[src/hw/rtl/pdcs_pkg.sv]
// Shared types, constants and slot tables for the PD contract selector.
package pdcs_pkg;

  localparam int SLOT_COUNT = 6;
  localparam int PREF_COUNT = 5;
  localparam int CUR_W      = 13;
  localparam int PW_W       = 18;
  localparam int SEL_W      = 3;
  localparam int SLOT_W     = 3;
  localparam int MV_W       = 15;
  localparam int VOLT_W     = 5;
  localparam int EN_W       = 17;
  localparam int BAND_W     = 8;
  localparam int PROD_W     = PW_W + BAND_W;
  localparam int THR_W      = PW_W + 1 + BAND_W;
  localparam int ADDR_W     = 5;
  localparam int DATA_W     = 32;

  localparam logic [EN_W-1:0]   ENOUGH_RST = EN_W'(45000);
  localparam logic [CUR_W-1:0]  CAP_RST    = CUR_W'(5000);
  localparam logic [MV_W-1:0]   FLOOR_RST  = MV_W'(9000);
  localparam logic [MV_W-1:0]   VCAP_RST   = MV_W'(20000);
  localparam logic [BAND_W-1:0] NUM_RST    = BAND_W'(9);
  localparam logic [BAND_W-1:0] DEN_RST    = BAND_W'(10);

  localparam logic [SEL_W-1:0] SEL_NONE = '0;

  typedef enum logic [2:0] {
    REG_ENOUGH = 3'd0,
    REG_CAP    = 3'd1,
    REG_FLOOR  = 3'd2,
    REG_VCAP   = 3'd3,
    REG_NUM    = 3'd4,
    REG_DEN    = 3'd5
  } reg_idx_t;

  typedef struct packed {
    logic [EN_W-1:0]   enough;
    logic [CUR_W-1:0]  cap;
    logic [MV_W-1:0]   floor_mv;
    logic [MV_W-1:0]   vcap_mv;
    logic [BAND_W-1:0] num;
    logic [BAND_W-1:0] den;
  } cfg_t;

  typedef struct packed {
    logic                             a_hit;
    logic [SEL_W-1:0]                 a_sel;
    logic [SEL_W-1:0]                 c_sel;
    logic [PW_W-1:0]                  best;
    logic [SLOT_COUNT-1:0]            cand;
    logic [SLOT_COUNT-1:0][PW_W-1:0]  pw;
  } class_t;

  typedef struct packed {
    logic [SEL_W-1:0] sel;
    logic [MV_W-1:0]  mv;
  } result_t;

  function automatic logic [VOLT_W-1:0] slot_volts(input logic [SLOT_W-1:0] s);
    case (s)
      3'd0:    slot_volts = VOLT_W'(5);
      3'd1:    slot_volts = VOLT_W'(9);
      3'd2:    slot_volts = VOLT_W'(12);
      3'd3:    slot_volts = VOLT_W'(15);
      3'd4:    slot_volts = VOLT_W'(18);
      3'd5:    slot_volts = VOLT_W'(20);
      default: slot_volts = '0;
    endcase
  endfunction

  function automatic logic [MV_W-1:0] slot_mv(input logic [SLOT_W-1:0] s);
    case (s)
      3'd0:    slot_mv = MV_W'(5000);
      3'd1:    slot_mv = MV_W'(9000);
      3'd2:    slot_mv = MV_W'(12000);
      3'd3:    slot_mv = MV_W'(15000);
      3'd4:    slot_mv = MV_W'(18000);
      3'd5:    slot_mv = MV_W'(20000);
      default: slot_mv = '0;
    endcase
  endfunction

  // preference order 15, 12, 18, 20, 9 V
  function automatic logic [SLOT_W-1:0] pref_slot(input logic [2:0] p);
    case (p)
      3'd0:    pref_slot = SLOT_W'(3);
      3'd1:    pref_slot = SLOT_W'(2);
      3'd2:    pref_slot = SLOT_W'(4);
      3'd3:    pref_slot = SLOT_W'(5);
      3'd4:    pref_slot = SLOT_W'(1);
      default: pref_slot = SLOT_W'(1);
    endcase
  endfunction

endpackage

[src/hw/rtl/pd_contract_selector.sv]
// Top level of the PD contract selector: register port, front, queue and back.
// Takes one source capability request per cycle while full is low and returns
// one result per request, in order. A request passes through the
// clamp-and-power register of the front, one entry of the two-deep middle
// queue, the band multiply register of the back and an entry of the two-deep
// result queue before its result is visible. Sustained rate is one request per
// cycle while results are popped as they appear. Registers sit at byte address
// 4*i, i = 0..5 in the order enough power, current cap, voltage floor, voltage
// cap, band numerator, band denominator; a zero denominator acts as one. Write
// registers only while no request is in flight.
module pd_contract_selector (
  input  logic                               clk,
  input  logic                               rst,
  input  logic                               psel,
  input  logic                               penable,
  input  logic                               pwrite,
  input  logic [pdcs_pkg::ADDR_W-1:0]        paddr,
  input  logic [pdcs_pkg::DATA_W-1:0]        pwdata,
  output logic [pdcs_pkg::DATA_W-1:0]        prdata,
  output logic                               pready,
  input  logic                               push,
  output logic                               full,
  input  logic [pdcs_pkg::SLOT_COUNT-1:0]    detected_slots,
  input  logic [pdcs_pkg::CUR_W-1:0]         current_5v_ma,
  input  logic [pdcs_pkg::CUR_W-1:0]         current_9v_ma,
  input  logic [pdcs_pkg::CUR_W-1:0]         current_12v_ma,
  input  logic [pdcs_pkg::CUR_W-1:0]         current_15v_ma,
  input  logic [pdcs_pkg::CUR_W-1:0]         current_18v_ma,
  input  logic [pdcs_pkg::CUR_W-1:0]         current_20v_ma,
  output logic                               empty,
  input  logic                               pop,
  output logic [pdcs_pkg::SEL_W-1:0]         selected_slot,
  output logic [pdcs_pkg::MV_W-1:0]          selected_mv
);

  pdcs_pkg::cfg_t     cfg;
  pdcs_pkg::reg_idx_t reg_idx;
  pdcs_pkg::class_t   fq_data;
  pdcs_pkg::class_t   qb_data;
  logic [pdcs_pkg::SLOT_COUNT-1:0][pdcs_pkg::CUR_W-1:0] cur;
  logic               wr_en;
  logic               fq_push;
  logic               fq_full;
  logic               qb_pop;
  logic               qb_empty;

  assign pready  = 1'b1;
  assign wr_en   = psel && penable && pwrite && pready;
  assign reg_idx = pdcs_pkg::reg_idx_t'(paddr[pdcs_pkg::ADDR_W-1:2]);

  assign cur[0] = current_5v_ma;
  assign cur[1] = current_9v_ma;
  assign cur[2] = current_12v_ma;
  assign cur[3] = current_15v_ma;
  assign cur[4] = current_18v_ma;
  assign cur[5] = current_20v_ma;

  always_ff @(posedge clk) begin
    if (rst) begin
      cfg.enough   <= pdcs_pkg::ENOUGH_RST;
      cfg.cap      <= pdcs_pkg::CAP_RST;
      cfg.floor_mv <= pdcs_pkg::FLOOR_RST;
      cfg.vcap_mv  <= pdcs_pkg::VCAP_RST;
      cfg.num      <= pdcs_pkg::NUM_RST;
      cfg.den      <= pdcs_pkg::DEN_RST;
    end else if (wr_en) begin
      unique case (reg_idx)
        pdcs_pkg::REG_ENOUGH: cfg.enough   <= pwdata[pdcs_pkg::EN_W-1:0];
        pdcs_pkg::REG_CAP:    cfg.cap      <= pwdata[pdcs_pkg::CUR_W-1:0];
        pdcs_pkg::REG_FLOOR:  cfg.floor_mv <= pwdata[pdcs_pkg::MV_W-1:0];
        pdcs_pkg::REG_VCAP:   cfg.vcap_mv  <= pwdata[pdcs_pkg::MV_W-1:0];
        pdcs_pkg::REG_NUM:    cfg.num      <= pwdata[pdcs_pkg::BAND_W-1:0];
        pdcs_pkg::REG_DEN:    cfg.den      <= pwdata[pdcs_pkg::BAND_W-1:0];
        default: ;
      endcase
    end
  end

  always_comb begin
    unique case (reg_idx)
      pdcs_pkg::REG_ENOUGH: prdata = pdcs_pkg::DATA_W'(cfg.enough);
      pdcs_pkg::REG_CAP:    prdata = pdcs_pkg::DATA_W'(cfg.cap);
      pdcs_pkg::REG_FLOOR:  prdata = pdcs_pkg::DATA_W'(cfg.floor_mv);
      pdcs_pkg::REG_VCAP:   prdata = pdcs_pkg::DATA_W'(cfg.vcap_mv);
      pdcs_pkg::REG_NUM:    prdata = pdcs_pkg::DATA_W'(cfg.num);
      pdcs_pkg::REG_DEN:    prdata = pdcs_pkg::DATA_W'(cfg.den);
      default:              prdata = '0;
    endcase
  end

  pdcs_front u_front (
    .clk            (clk),
    .rst            (rst),
    .cfg            (cfg),
    .push           (push),
    .full           (full),
    .detected_slots (detected_slots),
    .cur            (cur),
    .q_push         (fq_push),
    .q_full         (fq_full),
    .q_data         (fq_data)
  );

  pdcs_queue u_queue (
    .clk       (clk),
    .rst       (rst),
    .push      (fq_push),
    .push_data (fq_data),
    .full      (fq_full),
    .pop       (qb_pop),
    .empty     (qb_empty),
    .pop_data  (qb_data)
  );

  pdcs_back u_back (
    .clk           (clk),
    .rst           (rst),
    .cfg           (cfg),
    .q_empty       (qb_empty),
    .q_data        (qb_data),
    .q_pop         (qb_pop),
    .pop           (pop),
    .empty         (empty),
    .selected_slot (selected_slot),
    .selected_mv   (selected_mv)
  );

  a_reset_empty: assert property (@(posedge clk) rst |=> empty)
    else $error("result queue not empty after reset");

  a_slot_range: assert property (@(posedge clk) disable iff (rst)
    !empty |-> (selected_slot <= pdcs_pkg::SEL_W'(pdcs_pkg::SLOT_COUNT)))
    else $error("selected slot out of range");

  a_mv_match: assert property (@(posedge clk) disable iff (rst)
    !empty |-> ((selected_slot == pdcs_pkg::SEL_NONE) == (selected_mv == '0)))
    else $error("voltage does not match slot");

  a_no_pop_on_empty: assert property (@(posedge clk) disable iff (rst)
    qb_pop |-> !qb_empty)
    else $error("back part took from an empty queue");

endmodule

[src/hw/rtl/pdcs_front.sv]
// Front part: accepts requests, clamps currents, forms slot powers and classifies.
module pdcs_front (
  input  logic                                     clk,
  input  logic                                     rst,
  input  pdcs_pkg::cfg_t                           cfg,
  input  logic                                     push,
  output logic                                     full,
  input  logic [pdcs_pkg::SLOT_COUNT-1:0]          detected_slots,
  input  logic [pdcs_pkg::SLOT_COUNT-1:0][pdcs_pkg::CUR_W-1:0] cur,
  output logic                                     q_push,
  input  logic                                     q_full,
  output pdcs_pkg::class_t                         q_data
);

  logic                                              f1_valid;
  logic [pdcs_pkg::SLOT_COUNT-1:0]                   mask;
  logic [pdcs_pkg::SLOT_COUNT-1:0]                   nz;
  logic [pdcs_pkg::SLOT_COUNT-1:0][pdcs_pkg::PW_W-1:0] pw;
  logic [pdcs_pkg::SLOT_COUNT-1:0][pdcs_pkg::PW_W-1:0] pw_in;
  logic [pdcs_pkg::SLOT_COUNT-1:0]                   nz_in;
  logic                                              f1_take;

  assign f1_take = !f1_valid || !q_full;
  assign full    = !f1_take;
  assign q_push  = f1_valid && !q_full;

  always_comb begin
    logic [pdcs_pkg::CUR_W-1:0] cur_c;
    cur_c = '0;
    for (int s = 0; s < pdcs_pkg::SLOT_COUNT; s++) begin
      cur_c = (cur[s] > cfg.cap) ? cfg.cap : cur[s];
      pw_in[s] = pdcs_pkg::PW_W'(cur_c) *
                 pdcs_pkg::PW_W'(pdcs_pkg::slot_volts(pdcs_pkg::SLOT_W'(s)));
      nz_in[s] = detected_slots[s] && (cur[s] != '0);
    end
  end

  always_ff @(posedge clk) begin
    if (rst) begin
      f1_valid <= 1'b0;
    end else if (f1_take) begin
      f1_valid <= push;
    end
  end

  always_ff @(posedge clk) begin
    if (push && f1_take) begin
      mask <= detected_slots;
      nz   <= nz_in;
      pw   <= pw_in;
    end
  end

  always_comb begin
    logic [pdcs_pkg::SLOT_W-1:0] ps;
    logic [pdcs_pkg::SLOT_COUNT-1:0] inr;
    logic [pdcs_pkg::MV_W-1:0] mv;
    ps = '0;
    inr = '0;
    mv = '0;
    q_data = '0;
    q_data.pw = pw;
    for (int s = 0; s < pdcs_pkg::SLOT_COUNT; s++) begin
      mv = pdcs_pkg::slot_mv(pdcs_pkg::SLOT_W'(s));
      inr[s] = (mv >= cfg.floor_mv) && (mv <= cfg.vcap_mv);
    end
    q_data.cand = mask & inr;
    // walk preference backwards so the first preferred hit wins
    for (int p = pdcs_pkg::PREF_COUNT - 1; p >= 0; p--) begin
      ps = pdcs_pkg::pref_slot(3'(p));
      if (mask[ps] && (pw[ps] >= pdcs_pkg::PW_W'(cfg.enough))) begin
        q_data.a_hit = 1'b1;
        q_data.a_sel = pdcs_pkg::SEL_W'(ps) + pdcs_pkg::SEL_W'(1);
      end
    end
    for (int s = 0; s < pdcs_pkg::SLOT_COUNT; s++) begin
      if (q_data.cand[s] && (pw[s] > q_data.best)) begin
        q_data.best = pw[s];
      end
      if (nz[s]) begin
        q_data.c_sel = pdcs_pkg::SEL_W'(s + 1);
      end
    end
  end

endmodule

[src/hw/rtl/pdcs_queue.sv]
// Two-entry queue between the front and back parts.
module pdcs_queue (
  input  logic             clk,
  input  logic             rst,
  input  logic             push,
  input  pdcs_pkg::class_t push_data,
  output logic             full,
  input  logic             pop,
  output logic             empty,
  output pdcs_pkg::class_t pop_data
);

  pdcs_pkg::class_t mem [2];
  logic       wr_ptr;
  logic       rd_ptr;
  logic [1:0] count;
  logic       do_push;
  logic       do_pop;

  assign full     = (count == 2'd2);
  assign empty    = (count == 2'd0);
  assign do_push  = push && !full;
  assign do_pop   = pop && !empty;
  assign pop_data = mem[rd_ptr];

  always_ff @(posedge clk) begin
    if (rst) begin
      wr_ptr <= 1'b0;
      rd_ptr <= 1'b0;
      count  <= 2'd0;
    end else begin
      if (do_push) begin
        wr_ptr <= !wr_ptr;
      end
      if (do_pop) begin
        rd_ptr <= !rd_ptr;
      end
      if (do_push && !do_pop) begin
        count <= count + 2'd1;
      end else if (do_pop && !do_push) begin
        count <= count - 2'd1;
      end
    end
  end

  always_ff @(posedge clk) begin
    if (do_push) begin
      mem[wr_ptr] <= push_data;
    end
  end

endmodule

[src/hw/rtl/pdcs_back.sv]
// Back part: band multiply, final pick and the result queue.
module pdcs_back (
  input  logic                          clk,
  input  logic                          rst,
  input  pdcs_pkg::cfg_t                cfg,
  input  logic                          q_empty,
  input  pdcs_pkg::class_t              q_data,
  output logic                          q_pop,
  input  logic                          pop,
  output logic                          empty,
  output logic [pdcs_pkg::SEL_W-1:0]    selected_slot,
  output logic [pdcs_pkg::MV_W-1:0]     selected_mv
);

  logic                                   b1_valid;
  logic                                   a_hit;
  logic [pdcs_pkg::SEL_W-1:0]             a_sel;
  logic [pdcs_pkg::SEL_W-1:0]             c_sel;
  logic                                   best_nz;
  logic [pdcs_pkg::PREF_COUNT-1:0]        cand_p;
  logic [pdcs_pkg::PROD_W-1:0]            prod;
  logic [pdcs_pkg::PREF_COUNT-1:0][pdcs_pkg::THR_W-1:0] thr;

  logic [pdcs_pkg::PREF_COUNT-1:0][pdcs_pkg::THR_W-1:0] thr_in;
  logic [pdcs_pkg::PREF_COUNT-1:0]        cand_in;
  logic [pdcs_pkg::BAND_W-1:0]            den_eff;
  logic                                   b1_take;

  pdcs_pkg::result_t res_mem [2];
  pdcs_pkg::result_t res_in;
  logic       res_wr;
  logic       res_rd;
  logic [1:0] res_cnt;
  logic       res_full;
  logic       res_push;
  logic       res_pop;

  assign res_full = (res_cnt == 2'd2);
  assign empty    = (res_cnt == 2'd0);
  assign b1_take  = !b1_valid || !res_full;
  assign q_pop    = !q_empty && b1_take;
  assign res_push = b1_valid && !res_full;
  assign res_pop  = pop && !empty;
  assign den_eff  = (cfg.den == '0) ? pdcs_pkg::BAND_W'(1) : cfg.den;

  // band test: pw >= floor(best*num/den) is best*num < (pw+1)*den
  always_comb begin
    logic [pdcs_pkg::SLOT_W-1:0] ps;
    ps = '0;
    for (int p = 0; p < pdcs_pkg::PREF_COUNT; p++) begin
      ps = pdcs_pkg::pref_slot(3'(p));
      thr_in[p]  = (pdcs_pkg::THR_W'(q_data.pw[ps]) + pdcs_pkg::THR_W'(1)) *
                   pdcs_pkg::THR_W'(den_eff);
      cand_in[p] = q_data.cand[ps];
    end
  end

  always_ff @(posedge clk) begin
    if (rst) begin
      b1_valid <= 1'b0;
    end else if (b1_take) begin
      b1_valid <= !q_empty;
    end
  end

  always_ff @(posedge clk) begin
    if (q_pop) begin
      a_hit   <= q_data.a_hit;
      a_sel   <= q_data.a_sel;
      c_sel   <= q_data.c_sel;
      best_nz <= (q_data.best != '0);
      cand_p  <= cand_in;
      prod    <= pdcs_pkg::PROD_W'(q_data.best) * pdcs_pkg::PROD_W'(cfg.num);
      thr     <= thr_in;
    end
  end

  always_comb begin
    logic [pdcs_pkg::SEL_W-1:0] sel;
    logic [pdcs_pkg::SLOT_W-1:0] ps;
    sel = c_sel;
    ps = '0;
    if (best_nz) begin
      for (int p = pdcs_pkg::PREF_COUNT - 1; p >= 0; p--) begin
        ps = pdcs_pkg::pref_slot(3'(p));
        if (cand_p[p] && (pdcs_pkg::THR_W'(prod) < thr[p])) begin
          sel = pdcs_pkg::SEL_W'(ps) + pdcs_pkg::SEL_W'(1);
        end
      end
    end
    if (a_hit) begin
      sel = a_sel;
    end
    res_in.sel = sel;
    if (sel == pdcs_pkg::SEL_NONE) begin
      res_in.mv = '0;
    end else begin
      res_in.mv = pdcs_pkg::slot_mv(pdcs_pkg::SLOT_W'(sel - pdcs_pkg::SEL_W'(1)));
    end
  end

  always_ff @(posedge clk) begin
    if (rst) begin
      res_wr  <= 1'b0;
      res_rd  <= 1'b0;
      res_cnt <= 2'd0;
    end else begin
      if (res_push) begin
        res_wr <= !res_wr;
      end
      if (res_pop) begin
        res_rd <= !res_rd;
      end
      if (res_push && !res_pop) begin
        res_cnt <= res_cnt + 2'd1;
      end else if (res_pop && !res_push) begin
        res_cnt <= res_cnt - 2'd1;
      end
    end
  end

  always_ff @(posedge clk) begin
    if (res_push) begin
      res_mem[res_wr] <= res_in;
    end
  end

  assign selected_slot = res_mem[res_rd].sel;
  assign selected_mv   = res_mem[res_rd].mv;

endmodule
[config.mk]
export PLATFORM = sky130hd
export DESIGN_NAME = pd_contract_selector
export DESIGN_NICKNAME = d
export VERILOG_FILES = /design/src/hw/rtl/pdcs_pkg.sv /design/src/hw/rtl/pd_contract_selector.sv /design/src/hw/rtl/pdcs_front.sv /design/src/hw/rtl/pdcs_queue.sv /design/src/hw/rtl/pdcs_back.sv
export SDC_FILE = /design/constraint.sdc
export NUM_CORES = 2
export LEC_CHECK = 0
export BUFFER_PORTS_ARGS = -buffer_cell sky130_fd_sc_hd__buf_2
export CORE_MARGIN = 2
export CORE_UTILIZATION = 29
export CTS_BUF_LIST = sky130_fd_sc_hd__clkbuf_4
export DETAILED_ROUTE_END_ITERATION = 12
export MAX_ROUTING_LAYER = met4
export SETUP_SLACK_MARGIN = 0.02
export SKIP_CTS_REPAIR_TIMING = 1
export SLEW_MARGIN = 20
export SYNTH_ARGS = -nofsm -noshare
export SYNTH_HDL_FRONTEND = slang
export SYNTH_HIERARCHICAL = 1
export SYNTH_SLANG_ARGS = --single-unit
[constraint.sdc]
create_clock -name clk -period 11.4 [get_ports clk]
set_input_delay 1.14 -clock clk [delete_from_list [all_inputs] [get_ports clk]]
set_output_delay 1.14 -clock clk [all_outputs]
set_load 0.05 [all_outputs]
==> results by stage <==
Global route:
- The via count of the first global-routing pass came to 51600.
- In the global route stage, overall resource usage came out at 0.172.
- The aggregate global routing overflow is 0.
- The initial antenna violation count is 10.
- The maximum number of pins on one net before global-route repair is 78.
- The wire length of the first global-routing pass is slightly above 300 mm.

Timing:
- The number of failing setup endpoints in the final timing report is 36.
- The slew at the pin closest to its max-slew limit is 1.15 ns.
- The period utilization is 1.05.
- After layout, the worst setup slack is -0.611 ns.
- The final setup skew is 0.141 ns.
- For the finished layout, the period the worst path requires is 12.01 ns.
- The final number of max-transition violations is 0.
- The maximum operating frequency is about 83 MHz.
- Setup repair after global routing could not meet its margin everywhere.
- The headroom to the max-slew limit is 0.228.
- The number of failing hold endpoints at the final stage is 0.
- Adding up every negative setup slack in the final design gives -19.71 ns.

Setup path:
- The cell type with the highest occurrence count on the critical path is sky130_fd_sc_hd__a21o_1.
- The kind of critical path is reg2reg.
- Across all register-to-register paths, the minimum setup slack is -0.61 ns.
- The worst setup path is launched from a flop.
- The data arrival time at the worst-slack endpoint is around 13 ns.
- The required time of the worst setup path is 12.26 ns.
- Of all nets on the critical path, the largest fanout is 7.
- The worst setup path is captured at a flop.
- The longest individual stage delay on the worst path is 0.54 ns.
- The startpoint identified for the worst register-to-register timing path is cfg[33].
- For the worst flop-to-flop path, the logic depth is 66.
- The highest-delay cell along the critical path is sky130_fd_sc_hd__or4b_4.
- The capture instance of the worst register-to-register path is u_queue/mem[1][122].

Route:
- The number of nets still failing antenna checks after routing is 0.
- After detailed routing, the number of vias per cell comes to 4.84.
- For this block, the routed nets add up to ~200 mm of wire.
- The count of unresolved DRC violations after routing is 0.
- The pre-antenna-repair detailed-routing pass consisted of 6 iterations.
- After detailed routing, the average wire length per cell comes to 19.2 um.
- The routed via count is 50500.
- For this block, the initial DRC count from the detailed router was 3379.

Final layout:
- Compared with the post-synthesis result, the final layout area differs by 14.1%.
- The share of layout cells above drive strength 1 is 0.165.
- The area taken by flip-flops and latches is between 0.015 and 0.02 mm^2.
- The footprint of the multi-input gates is 0.0456 mm^2.
- At the end of the flow the core is filled with cells to 0.333.
- The number of inserted filler cells in the final layout is 23800.
- The final layout contains about 8700 nets.

CTS:
- The total CTS buffers is 177.
- TritonCTS built the clock tree.
- The post-CTS clock slew at the launch and capture registers of the worst setup and hold paths is 0.07 ns.
- The maximum buffer depth of the clock tree is 3.
- Counting every sink on the clock net gives approximately 640.
- The H-tree generated during clock tree synthesis spans 4 levels.
- The cell chosen for the clock root is sky130_fd_sc_hd__clkbuf_4.
- The insertion delay of the later-clocked pin in the worst-skew pair is 1.22 ns.

Hold path:
- In this run the worst hold path is classified as in2reg.
- The cell depth of the worst hold path is 1.
- The sink of the worst hold path is u_front/mask[5].
- The worst hold path begins at detected_slots[5].

Place:
- Port buffering added 144 buffers.
- The wire-length estimate of the detail-placed layout is 154 mm.
- The congestion estimate from routability-driven global placement came to approximately 0.91.

Die:
- The total die area is 0.238 mm^2.
- The initial utilization of the core area, before any placement, comes to 0.292.
- The cell row count is 177.
- The number of top-level pins is between 150 and 200.
- The height of the chip is between 400 and 500 um.
- From left edge to right edge, the die measures 488 um.
- The region available for standard cell placement spans 0.233 mm^2.

Synth:
- A synthesized cell averages 10.1 um^2.
- The yosys synthesis warning count is 6.
- The mapped netlist covers 0.0679 mm^2.
- Synthesis produced a netlist whose cell count is 6703.

Power:
- VDD sags by at most about 0.14 mV.
- The power per unit of standard cell area is 206 mW/mm^2.
- The leakage power total is 34.7 nW.

Outcome:
- The checks that failed: setup timing.
- The run finished, with violations left.

Job:
- Across the run, the number of max-cap violations was 0.
layer usage:
layer  vias up  global-route usage  part of all wire
li1      23500                   -                 -
met1     25200               0.229              0.46
met2      1486               0.264              0.45
met3       298              0.0281             0.059
met4         0              0.0569             0.031
met5         -                   -                 0
worst max-delay path, delay by kind of cell, from the launching register on:
family	cells	cell delay, ns
AO/OA/AOI/OAI	31	5.66
AND/OR/NAND/NOR	15	2.53
buffers and inverters	13	1.49
adder cells (fa/ha/maj)	5	1.12
multiplexers	2	0.51
flip-flops	1	0.33
layout make-up:
| class | count | share of cell area |
|---|---|---|
| tap | 3132 | 0.0506 |
| sequential | 642 | 0.238 |
| antenna | 12 | 0.000388 |
| inverter | 1018 | 0.0495 |
| timing repair buffer | 474 | 0.0433 |
| clock inverter | 73 | 0.00667 |
| clock buffer | 237 | 0.0230 |
| multi-input combinational | 4852 | 0.589 |
sequential cells by signal, summed over array words and instances (netlist names), 2 cells and up, named ones only:
| signal | flops |
|---|---|
| u_back/res_mem | 30 |
| u_back/c_sel | 3 |
| u_back/prod | 26 |
| u_back/thr | 135 |
| u_front/nz | 6 |
| u_back/cand_p | 5 |
| u_back/a_sel | 3 |
| cfg | 76 |
| u_front/q_data | 98 |
| u_queue/count | 2 |
| u_back/res_cnt | 2 |
| u_front/mask | 6 |
| u_queue/mem | 240 |
placed cells by master, fill, tap and decap left out, types with 95 or more instances in the layout:
cell type	count
sky130_fd_sc_hd__a21o_1	108
sky130_fd_sc_hd__a21oi_1	262
sky130_fd_sc_hd__and2_1	247
sky130_fd_sc_hd__buf_2	143
sky130_fd_sc_hd__buf_4	309
sky130_fd_sc_hd__clkbuf_4	237
sky130_fd_sc_hd__edfxtp_1	554
sky130_fd_sc_hd__fa_1	634
sky130_fd_sc_hd__ha_1	744
sky130_fd_sc_hd__inv_1	1002
sky130_fd_sc_hd__mux2_2	225
sky130_fd_sc_hd__nand2_1	326
sky130_fd_sc_hd__nand2b_1	101
sky130_fd_sc_hd__nand3_1	132
sky130_fd_sc_hd__nor2_1	274
sky130_fd_sc_hd__nor2b_1	471
sky130_fd_sc_hd__o21ai_0	183
sky130_fd_sc_hd__xnor2_1	177
sky130_fd_sc_hd__xor2_1	95
worst max-delay path by stage:
stage            start             endpoint  slack [ns]  cells past startpoint
6_report       cfg[33]  u_queue/mem[1][122]       -0.61                     66
5_1_grt        cfg[33]  u_queue/mem[0][116]       -1.13                     60
4_1_cts        cfg[32]  u_queue/mem[0][117]       -1.59                     62
3_5_place_dp   cfg[32]  u_queue/mem[0][129]       -1.45                     64
3_3_place_gp   cfg[32]  u_queue/mem[0][131]       -1.44                     63
2_1_floorplan  cfg[32]  u_queue/mem[0][121]        0.03                     64
through the flow:
stage | instances | setup slack, ns | power (mW) | hold WS (ns) | instance area [um^2]
2_1_floorplan | 6726 | 0.0257 | 10.7 | 0.452 | 68100
5_1_grt | 10400 | -1.13 | 17.4 | 0.0628 | 77500
4_1_cts | 10400 | -1.59 | 15.7 | 0.0648 | 76200
6_report | 10400 | -0.611 | 15.9 | 0.197 | 77500
3_3_place_gp | 10100 | -1.44 | 13.3 | 0.469 | 73900
3_5_place_dp | 10100 | -1.45 | 13.5 | 0.479 | 73900
report_power, final:
group | internal (mW) | switching, mW | leakage (nW) | total (mW)
Clock | 1.10 | 1.08 | 1.34 | 2.18
Combinational | 3.95 | 5.69 | 27.5 | 9.63
Sequential | 3.65 | 0.452 | 5.92 | 4.11
No activity file was read; power rests on OpenSTA's default activity.
